[config.mk]
export PLATFORM = sky130hd
export DESIGN_NAME = radio_frame_receive_filter
export DESIGN_NICKNAME = d
export VERILOG_FILES = /design/src/sv/rfrf_pkg.sv /design/src/sv/radio_frame_receive_filter.sv /design/src/sv/rfrf_queue.sv /design/src/sv/rfrf_parse.sv
export SDC_FILE = /design/constraint.sdc
export NUM_CORES = 1
export LEC_CHECK = 0
export BUFFER_PORTS_ARGS = -buffer_cell sky130_fd_sc_hd__buf_4
export CAP_MARGIN = 15
export CORE_ASPECT_RATIO = 0.8
export CORE_MARGIN = 8
export CORE_UTILIZATION = 40
export CTS_BUF_LIST = sky130_fd_sc_hd__clkbuf_2 sky130_fd_sc_hd__clkbuf_4 sky130_fd_sc_hd__clkbuf_8
export DETAILED_ROUTE_END_ITERATION = 8
export SYNTH_ARGS = -nofsm -noshare
export SYNTH_HDL_FRONTEND = slang
export SYNTH_HIERARCHICAL = 1
export SYNTH_SLANG_ARGS = --single-unit
[constraint.sdc]
create_clock -name clock -period 4.8 [get_ports clock]
set_input_delay 0.24 -clock clock [delete_from_list [all_inputs] [get_ports clock]]
set_output_delay 0.24 -clock clock [all_outputs]
set_load 0.005 [all_outputs]
[src/sv/rfrf_pkg.sv]
// Package: shared types and codes for the radio frame receive filter.
`default_nettype none
package rfrf_pkg;

   typedef enum logic [3:0] {
      PH_IDLE,
      PH_LEN_LO,
      PH_DST_HI,
      PH_DST_LO,
      PH_SRC_HI,
      PH_SRC_LO,
      PH_SERVICE,
      PH_CHECK,
      PH_RX
   } phase_type;

   localparam logic [2:0] EV_HEADER  = 3'd0;
   localparam logic [2:0] EV_START   = 3'd1;
   localparam logic [2:0] EV_PAYLOAD = 3'd2;
   localparam logic [2:0] EV_LAST    = 3'd3;
   localparam logic [2:0] EV_DROP    = 3'd4;

   localparam logic [2:0] DR_NONE     = 3'd0;
   localparam logic [2:0] DR_OVERSIZE = 3'd1;
   localparam logic [2:0] DR_ADDRESS  = 3'd2;
   localparam logic [2:0] DR_CHECKSUM = 3'd3;
   localparam logic [2:0] DR_SPACE    = 3'd4;
   localparam logic [2:0] DR_ENDED    = 3'd5;

   localparam logic [1:0] CSR_OWN_ADDRESS  = 2'd0;
   localparam logic [1:0] CSR_GROUP_MEMBER = 2'd1;
   localparam logic [1:0] CSR_SERVICE_EN   = 2'd2;

   localparam int          GROUP_FLAG_BIT = 15;
   localparam logic [15:0] BCAST_ADDR     = 16'hFFFF;

   typedef struct packed {
      logic [7:0] rx_byte;
      logic       transfer_end;
      logic       space_available;
   } item_type;

   typedef struct packed {
      logic        valid;
      item_type    item;
   } queue_head_type;

   typedef struct packed {
      logic [15:0] own_address;
      logic [14:0] group_membership;
      logic        service_byte_enable;
   } cfg_type;

   typedef struct packed {
      logic        keep_receiving;
      logic [2:0]  event_res;
      logic [2:0]  drop_reason;
      logic [8:0]  frame_length;
      logic [15:0] dest_address;
      logic [15:0] source_address;
      logic [7:0]  service_id;
      logic [7:0]  payload_byte;
   } result_type;

endpackage
`default_nettype wire

[src/sv/radio_frame_receive_filter.sv]
// Top level: radio frame receive filter with configuration registers.
//
//  channel | ports                                   | direction
//  --------+-----------------------------------------+----------
//  req     | req_valid/req_ready, rx byte, end, space | in
//  rsp     | rsp_valid/rsp_ready, one result per byte  | out
//  csr     | csr_we, csr_index, csr_wdata              | in
//
// One byte per cycle sustained while rsp_ready stays high; each byte passes a queue slot,
// then the parser into the result register, before rsp_valid rises.
// While a result waits on rsp_ready the two-entry queue fills, then req_ready
// drops until the result is taken.
// Synchronous reset clears parser state, queue and configuration registers to zero/idle.
`default_nettype none
module radio_frame_receive_filter #(
   parameter int MAX_FRAME_LEN = 256
) (
   input  wire logic        clock,
   input  wire logic        reset,
   input  wire logic        req_valid,
   output logic             req_ready,
   input  wire logic [7:0]  req_rx_byte,
   input  wire logic        req_transfer_end,
   input  wire logic        req_space_available,
   output logic             rsp_valid,
   input  wire logic        rsp_ready,
   output logic             rsp_keep_receiving,
   output logic [2:0]       rsp_event_res,
   output logic [2:0]       rsp_drop_reason,
   output logic [8:0]       rsp_frame_length,
   output logic [15:0]      rsp_dest_address,
   output logic [15:0]      rsp_source_address,
   output logic [7:0]       rsp_service_id,
   output logic [7:0]       rsp_payload_byte,
   input  wire logic        csr_we,
   input  wire logic [1:0]  csr_index,
   input  wire logic [15:0] csr_wdata
);

   rfrf_pkg::cfg_type        cfg_ff;
   rfrf_pkg::item_type       in_item;
   rfrf_pkg::queue_head_type head;
   rfrf_pkg::result_type     result;
   logic                     pop;

   always_ff @(posedge clock) begin
      if (reset) begin
         cfg_ff <= '0;
      end else if (csr_we) begin
         unique case (csr_index)
            rfrf_pkg::CSR_OWN_ADDRESS:  cfg_ff.own_address         <= csr_wdata;
            rfrf_pkg::CSR_GROUP_MEMBER: cfg_ff.group_membership    <= csr_wdata[14:0];
            rfrf_pkg::CSR_SERVICE_EN:   cfg_ff.service_byte_enable <= csr_wdata[0];
            default: begin
            end
         endcase
      end
   end

   assign in_item.rx_byte         = req_rx_byte;
   assign in_item.transfer_end    = req_transfer_end;
   assign in_item.space_available = req_space_available;

   rfrf_queue u_queue (
      .clock    (clock),
      .reset    (reset),
      .in_valid (req_valid),
      .in_ready (req_ready),
      .in_item  (in_item),
      .head     (head),
      .pop      (pop)
   );

   rfrf_parse #(
      .MAX_FRAME_LEN (MAX_FRAME_LEN)
   ) u_parse (
      .clock     (clock),
      .reset     (reset),
      .cfg       (cfg_ff),
      .head      (head),
      .pop       (pop),
      .out_valid (rsp_valid),
      .out_ready (rsp_ready),
      .out_data  (result)
   );

   assign rsp_keep_receiving = result.keep_receiving;
   assign rsp_event_res      = result.event_res;
   assign rsp_drop_reason    = result.drop_reason;
   assign rsp_frame_length   = result.frame_length;
   assign rsp_dest_address   = result.dest_address;
   assign rsp_source_address = result.source_address;
   assign rsp_service_id     = result.service_id;
   assign rsp_payload_byte   = result.payload_byte;

endmodule
`default_nettype wire

[src/sv/rfrf_queue.sv]
// Front end: accepts received bytes into a two-entry queue.
`default_nettype none
module rfrf_queue (
   input  wire logic                     clock,
   input  wire logic                     reset,
   input  wire logic                     in_valid,
   output logic                          in_ready,
   input  wire rfrf_pkg::item_type       in_item,
   output rfrf_pkg::queue_head_type      head,
   input  wire logic                     pop
);

   rfrf_pkg::item_type slot_ff [2];
   logic       wr_ptr_ff, wr_ptr_in;
   logic       rd_ptr_ff, rd_ptr_in;
   logic [1:0] count_ff, count_in;
   logic       push;
   logic       do_pop;

   assign in_ready = (count_ff != 2'd2);
   assign push     = in_valid && in_ready;
   assign do_pop   = pop && (count_ff != 2'd0);

   assign head.valid = (count_ff != 2'd0);
   assign head.item  = slot_ff[rd_ptr_ff];

   always_comb begin
      wr_ptr_in = push ? ~wr_ptr_ff : wr_ptr_ff;
      rd_ptr_in = do_pop ? ~rd_ptr_ff : rd_ptr_ff;
      count_in  = count_ff;
      if (push && !do_pop) begin
         count_in = count_ff + 2'd1;
      end else if (do_pop && !push) begin
         count_in = count_ff - 2'd1;
      end
   end

   always_ff @(posedge clock) begin
      if (reset) begin
         wr_ptr_ff <= 1'b0;
         rd_ptr_ff <= 1'b0;
         count_ff  <= 2'd0;
      end else begin
         wr_ptr_ff <= wr_ptr_in;
         rd_ptr_ff <= rd_ptr_in;
         count_ff  <= count_in;
      end
   end

   always_ff @(posedge clock) begin
      if (push) begin
         slot_ff[wr_ptr_ff] <= in_item;
      end
   end

endmodule
`default_nettype wire

[src/sv/rfrf_parse.sv]
// Back end: header parser, frame filter and result register.
`default_nettype none
module rfrf_parse #(
   parameter int MAX_FRAME_LEN = 256
) (
   input  wire logic                     clock,
   input  wire logic                     reset,
   input  wire rfrf_pkg::cfg_type        cfg,
   input  wire rfrf_pkg::queue_head_type head,
   output logic                          pop,
   output logic                          out_valid,
   input  wire logic                     out_ready,
   output rfrf_pkg::result_type          out_data
);

   localparam logic [15:0] MaxLen = 16'(MAX_FRAME_LEN);

   rfrf_pkg::phase_type phase_ff, phase_in;
   logic [7:0]  sum_ff, sum_in;
   logic [15:0] length_ff, length_in;
   logic [15:0] dest_ff, dest_in;
   logic [15:0] source_ff, source_in;
   logic [7:0]  service_ff, service_in;
   logic [15:0] left_ff, left_in;

   logic                 out_valid_ff, out_valid_in;
   rfrf_pkg::result_type out_data_ff, out_data_in;

   logic       fire;
   logic [7:0] b;
   logic [7:0] sum_add;
   logic [2:0] content_reason;
   logic [2:0] reason;
   logic       done;
   logic       group_hit;
   logic       unicast_miss;
   logic [15:0] dest_full;

   assign fire = head.valid && (!out_valid_ff || out_ready);
   assign pop  = fire;
   assign b    = head.item.rx_byte;
   assign sum_add   = sum_ff + b;
   assign dest_full = {dest_ff[15:8], b};
   assign group_hit = (dest_full & {1'b0, cfg.group_membership}) != 16'd0;
   assign unicast_miss = (dest_full != cfg.own_address) && (dest_full != rfrf_pkg::BCAST_ADDR);

   // per-byte content check and frame completion
   always_comb begin
      content_reason = rfrf_pkg::DR_NONE;
      done           = 1'b0;
      unique case (phase_ff)
         rfrf_pkg::PH_LEN_LO: begin
            if ({length_ff[15:8], b} > MaxLen) content_reason = rfrf_pkg::DR_OVERSIZE;
         end
         rfrf_pkg::PH_DST_LO: begin
            if (dest_full[rfrf_pkg::GROUP_FLAG_BIT]) begin
               if (!group_hit) content_reason = rfrf_pkg::DR_ADDRESS;
            end else if (unicast_miss) begin
               content_reason = rfrf_pkg::DR_ADDRESS;
            end
         end
         rfrf_pkg::PH_CHECK: begin
            if (sum_ff != b) begin
               content_reason = rfrf_pkg::DR_CHECKSUM;
            end else if (!head.item.space_available) begin
               content_reason = rfrf_pkg::DR_SPACE;
            end else begin
               done = (length_ff == 16'd0);
            end
         end
         rfrf_pkg::PH_RX: begin
            done = (left_ff[15:1] == 15'd0);
         end
         default: begin
         end
      endcase
      reason = content_reason;
      if (content_reason == rfrf_pkg::DR_NONE && !done && head.item.transfer_end) begin
         reason = rfrf_pkg::DR_ENDED;
      end
   end

   // next phase
   always_comb begin
      phase_in = phase_ff;
      if (fire) begin
         unique case (phase_ff)
            rfrf_pkg::PH_LEN_LO:  phase_in = rfrf_pkg::PH_DST_HI;
            rfrf_pkg::PH_DST_HI:  phase_in = rfrf_pkg::PH_DST_LO;
            rfrf_pkg::PH_DST_LO:  phase_in = rfrf_pkg::PH_SRC_HI;
            rfrf_pkg::PH_SRC_HI:  phase_in = rfrf_pkg::PH_SRC_LO;
            rfrf_pkg::PH_SRC_LO:  phase_in = cfg.service_byte_enable ? rfrf_pkg::PH_SERVICE
                                                                     : rfrf_pkg::PH_CHECK;
            rfrf_pkg::PH_SERVICE: phase_in = rfrf_pkg::PH_CHECK;
            rfrf_pkg::PH_CHECK:   phase_in = rfrf_pkg::PH_RX;
            rfrf_pkg::PH_RX:      phase_in = rfrf_pkg::PH_RX;
            default:              phase_in = rfrf_pkg::PH_LEN_LO;
         endcase
         if (reason != rfrf_pkg::DR_NONE || done) begin
            phase_in = rfrf_pkg::PH_IDLE;
         end
      end
   end

   // header registers and result
   always_comb begin
      sum_in     = sum_ff;
      length_in  = length_ff;
      dest_in    = dest_ff;
      source_in  = source_ff;
      service_in = service_ff;
      left_in    = left_ff;

      out_data_in                = '0;
      out_data_in.event_res      = rfrf_pkg::EV_HEADER;
      out_data_in.drop_reason    = reason;
      out_data_in.keep_receiving = (phase_in != rfrf_pkg::PH_IDLE);

      unique case (phase_ff)
         rfrf_pkg::PH_LEN_LO: begin
            length_in = {length_ff[15:8], b};
            sum_in    = sum_add;
         end
         rfrf_pkg::PH_DST_HI: begin
            dest_in = {b, 8'h00};
            sum_in  = sum_add;
         end
         rfrf_pkg::PH_DST_LO: begin
            dest_in = dest_full;
            sum_in  = sum_add;
         end
         rfrf_pkg::PH_SRC_HI: begin
            source_in = {b, 8'h00};
            sum_in    = sum_add;
         end
         rfrf_pkg::PH_SRC_LO: begin
            source_in = {source_ff[15:8], b};
            sum_in    = sum_add;
         end
         rfrf_pkg::PH_SERVICE: begin
            service_in = b;
            sum_in     = sum_add;
         end
         rfrf_pkg::PH_CHECK: begin
            if (content_reason == rfrf_pkg::DR_NONE) begin
               left_in                    = length_ff;
               out_data_in.event_res      = rfrf_pkg::EV_START;
               out_data_in.frame_length   = length_ff[8:0];
               out_data_in.dest_address   = dest_ff;
               out_data_in.source_address = source_ff;
               out_data_in.service_id     = service_ff;
            end
         end
         rfrf_pkg::PH_RX: begin
            out_data_in.payload_byte = b;
            if (done) begin
               left_in               = 16'd0;
               out_data_in.event_res = rfrf_pkg::EV_LAST;
            end else begin
               left_in               = left_ff - 16'd1;
               out_data_in.event_res = rfrf_pkg::EV_PAYLOAD;
            end
         end
         default: begin
            // idle: high length byte opens a new header
            length_in  = {b, 8'h00};
            dest_in    = 16'd0;
            source_in  = 16'd0;
            service_in = 8'd0;
            sum_in     = b;
         end
      endcase

      if (reason != rfrf_pkg::DR_NONE) begin
         out_data_in.event_res      = rfrf_pkg::EV_DROP;
         out_data_in.frame_length   = '0;
         out_data_in.dest_address   = '0;
         out_data_in.source_address = '0;
         out_data_in.service_id     = '0;
         out_data_in.payload_byte   = '0;
      end

      out_valid_in = fire || (out_valid_ff && !out_ready);
   end

   always_ff @(posedge clock) begin
      if (reset) begin
         phase_ff     <= rfrf_pkg::PH_IDLE;
         sum_ff       <= 8'd0;
         length_ff    <= 16'd0;
         dest_ff      <= 16'd0;
         source_ff    <= 16'd0;
         service_ff   <= 8'd0;
         left_ff      <= 16'd0;
         out_valid_ff <= 1'b0;
      end else begin
         phase_ff     <= phase_in;
         out_valid_ff <= out_valid_in;
         if (fire) begin
            sum_ff     <= sum_in;
            length_ff  <= length_in;
            dest_ff    <= dest_in;
            source_ff  <= source_in;
            service_ff <= service_in;
            left_ff    <= left_in;
         end
      end
   end

   always_ff @(posedge clock) begin
      if (fire) begin
         out_data_ff <= out_data_in;
      end
   end

   assign out_valid = out_valid_ff;
   assign out_data  = out_data_ff;

endmodule
`default_nettype wire

==> results.json <==
{
  "row_count": 49,
  "slew_headroom_pct": 28.2,
  "power.sequential.fraction_pct": 42.7,
  "synth_edf_count": 84,
  "ir_drop_v": 0.000227,
  "synth_ff_type": "sky130_fd_sc_hd__dfxtp_1",
  "n_fill_cell": 2175,
  "detail_route.drc_violations": 0,
  "viasPerCell": 5.16,
  "dp.final_hpwl_um": 15100,
  "seq_area_frac_synth_pct": 53.9,
  "track_usage_pct": 15.8,
  "ff2ff_setup_slack_ns": 0.94,
  "number_of_top_level_design_ports": 99,
  "hold_viol": 0,
  "maxCapViolations": 0,
  "final_nets": 1060,
  "pwr_density_cell_mw_per_mm2": 517,
  "static-leakage-power_uw": 0.00419,
  "min_from": "csr_wdata[2]",
  "detailedPlace.worstSlack_ns": 0.982,
  "layout.cells.most_common": "sky130_fd_sc_hd__dfxtp_1",
  "timing.critical_path.fanout_max": 49,
  "timing_max_transition_violations_final": 0,
  "total_number_of_h_tree_levels": 2,
  "ys_ff_latch": 206,
  "syn_nets": 953,
  "die_w_um": 186,
  "post-route-worst-setup-slack_ns": 0.944,
  "min_period_over_period_pct": 80.3,
  "required_ns": 5.18,
  "port_buffers": 98,
  "die_height_um": 152,
  "syn2layout_area_growth_pct": 19.4,
  "clock_pin_transition_on_the_worst_setup_and_hold_timing_paths_ns": 0.06,
  "detail_route.wirelength_um": 22600,
  "cts.sinks": 206,
  "grt_pass1_vias": 6485,
  "initial_utilization_pct": 40.8,
  "hold-path-endpoint": "cfg_ff[3]",
  "clock_tree.root_cell": "sky130_fd_sc_hd__clkbuf_8",
  "most-common-layout-cells": "122 x sky130_fd_sc_hd__dfxtp_1, 107 x sky130_fd_sc_hd__buf_4, 85 x sky130_fd_sc_hd__nand2_1",
  "core_region_area_mm2": 0.0226,
  "wire_length_of_the_first_global_routing_pass_um": 35400,
  "multiInputGateArea_mm2": 0.00394,
  "switch_share_pct": 33.3,
  "worst_ep_arrival_time_ns": 4.24,
  "drt-pass1-iter-count": 5,
  "clock_latency_ns": 0.52,
  "globalRouteOverflowTotal": 0,
  "syn-mean-instance-area_um2": 10.1,
  "largest_net_degree_at_the_start_of_global_routing": 73,
  "diodes": 0,
  "worst-r2r-cell-count": 9,
  "crit_type": "register to register",
  "timing.hold.worst_path_depth": 3,
  "cts.repair_timing.setup_buffer_count": 0,
  "hp-class": "primary input to register",
  "finalWorstPathRequiredPeriod_ns": 3.86,
  "syn-instance-count": 910,
  "worstSetupEndpointType": "register",
  "clock_skew_ns": 0.0204,
  "setup_viol_count_final": 0,
  "p_int_uw": 3800,
  "pwr-share-clk_pct": 26.8,
  "critPathLaunchType": "register",
  "cts_hold_repair.buffers": 16,
  "synth_area_mm2": 0.00921,
  "grt_antenna_before_repair": 0,
  "detail-route-antenna-nets": 0,
  "run_status": "finished, final reports clean",
  "wl_per_cell_um": 16.7,
  "max-clock-path-buffers": 3,
  "seqCellArea_mm2": 0.00496,
  "max_freq_mhz": 259,
  "grt_setup_unrepaired": "false",
  "vias": 6967,
  "detail_route.iter0.violations": 633,
  "synth.lib_cells_used.distinct": 71,
  "finalSetupTns_ns": 0,
  "timing_worst_slew_pin_value_ns": 1.07,
  "cts_inserted_buffers": 35,
  "share_of_flip_flops_with_an_asynchronous_set_or_reset_pct": 0,
  "switchingPower_uw": 1890,
  "cells_resized_by_post_cts_repair": 0,
  "tritoncts": "built",
  "worst_flop_to_flop_path_endpoint": "u_parse/out_data[37]",
  "gp_congestion": 0.858,
  "pwr-share-comb_pct": 30.5,
  "drive_above_1_share_pct": 19.3,
  "ys.warnings.count": 6,
  "fp.dieArea_mm2": 0.0282
}
==> stage by stage <==
step,util (%),area [um^2],power [uW],instances,hold WS [ns]
after floorplan,-,9210,3450,910,0.309
after global placement,45.0,10100,4180,1269,0.427
after detailed placement,45.0,10100,4190,1269,0.428
after CTS,48.7,11000,5750,1348,0.00153
after global routing,48.7,11000,6030,1349,0.0199
final,48.7,11000,5690,1349,0.0255
==> final cells by class <==
type | instances | area share (%)
timing repair buffer | 124 | 8.81
tap | 306 | 3.48
sequential | 206 | 45.2
clock buffer | 55 | 5.80
inverter | 15 | 0.512
multi-input combinational | 635 | 35.8
clock inverter | 8 | 0.410
==> worst max-delay path: stages, from the launching register on <==
cell	delay (ns)
sky130_fd_sc_hd__dfxtp_1	0.57
sky130_fd_sc_hd__mux2_2	0.55
sky130_fd_sc_hd__xor2_1	0.22
sky130_fd_sc_hd__nor4_1	0.43
sky130_fd_sc_hd__a41oi_1	0.16
sky130_fd_sc_hd__o21ai_0	0.41
sky130_fd_sc_hd__or3b_1	0.56
sky130_fd_sc_hd__nor3b_4	0.21
sky130_fd_sc_hd__buf_4	0.37
sky130_fd_sc_hd__and2_1	0.21
==> kinds of logic after synthesis <==
logic type / after synthesis / synth area share [%]
multiplexers: 48 / 5.37
XOR/XNOR: 29 / 2.76
buffers and inverters: 69 / 3.31
AO/OA/AOI/OAI: 166 / 10.9
AND/OR/NAND/NOR: 382 / 22.3
flip-flops: 206 / 53.9
adder cells (fa/ha/maj): 10 / 1.44
==> state kept, by name, summed over array words and instances (netlist names), named ones only <==
name / count
u_parse/service_ff: 8
u_queue/slot_ff: 20
u_parse/dest_ff: 16
u_parse/out_valid: 1
u_parse/sum_ff: 8
u_queue/count_ff: 2
u_parse/source_ff: 16
u_parse/length_ff: 16
u_parse/left_ff: 16
cfg_ff: 32
u_parse/out_data: 64
u_queue/rd_ptr_ff: 1
u_queue/wr_ptr_ff: 1
u_parse/phase_ff: 4
==> layer usage <==
metal	GRT usage (%)	share of wire, %	vias to the layer above
li1	-	-	3445
met1	23.0	49	3297
met2	23.1	43	193
met3	3.36	6.5	32
met4	4.48	1.6	0
met5	0	0	-
==> power groups by stage <==
stage / clock network, uW / registers [uW] / logic (uW)
2_1_floorplan: 0 / 2440 / 1000
3_3_place_gp: 0 / 2470 / 1710
3_5_place_dp: 0 / 2460 / 1720
4_1_cts: 1580 / 2430 / 1740
5_1_grt: 1660 / 2470 / 1900
6_report: 1530 / 2430 / 1730
==> Yosys cell counts, drive strengths merged (3+ instances only) <==
cell type  count  area (um^2)
a211oi        13          103
a21oi         77          385
a22oi         16          120
and2          58          365
and3           4         25.0
buf           17          106
clkbuf        37          143
dfxtp        122         2440
edfxtp        84         2520
ha             9          113
inv           15         56.3
mux2          11          124
mux2i         37          370
nand2         86          325
nand2b        58          363
nand3         50          250
nand3b         3         22.5
nor2          59          221
nor2b          3         18.8
nor3          18         95.1
nor3b          4         51.3
nor4          19          138
o21ai         33          165
o31ai          4         30.0
or3            5         31.3
xnor2         10         87.6
xor2          19          166
==> worst max path at each step <==
stage / start / endpoint / slack [ns] / depth (start not counted)
2_1_floorplan: u_queue/count_ff[0] / u_queue/count_ff[1] / 0.70 / 8
3_3_place_gp: register / u_parse/out_data[42] / 1.06 / 9
3_5_place_dp: register / u_parse/out_data[14] / 0.98 / 9
4_1_cts: register / u_parse/out_data[14] / 0.95 / 9
5_1_grt: register / u_parse/out_data[37] / 0.66 / 9
6_report: register / u_parse/out_data[37] / 0.94 / 9
Power figures use the tool's default switching activity.
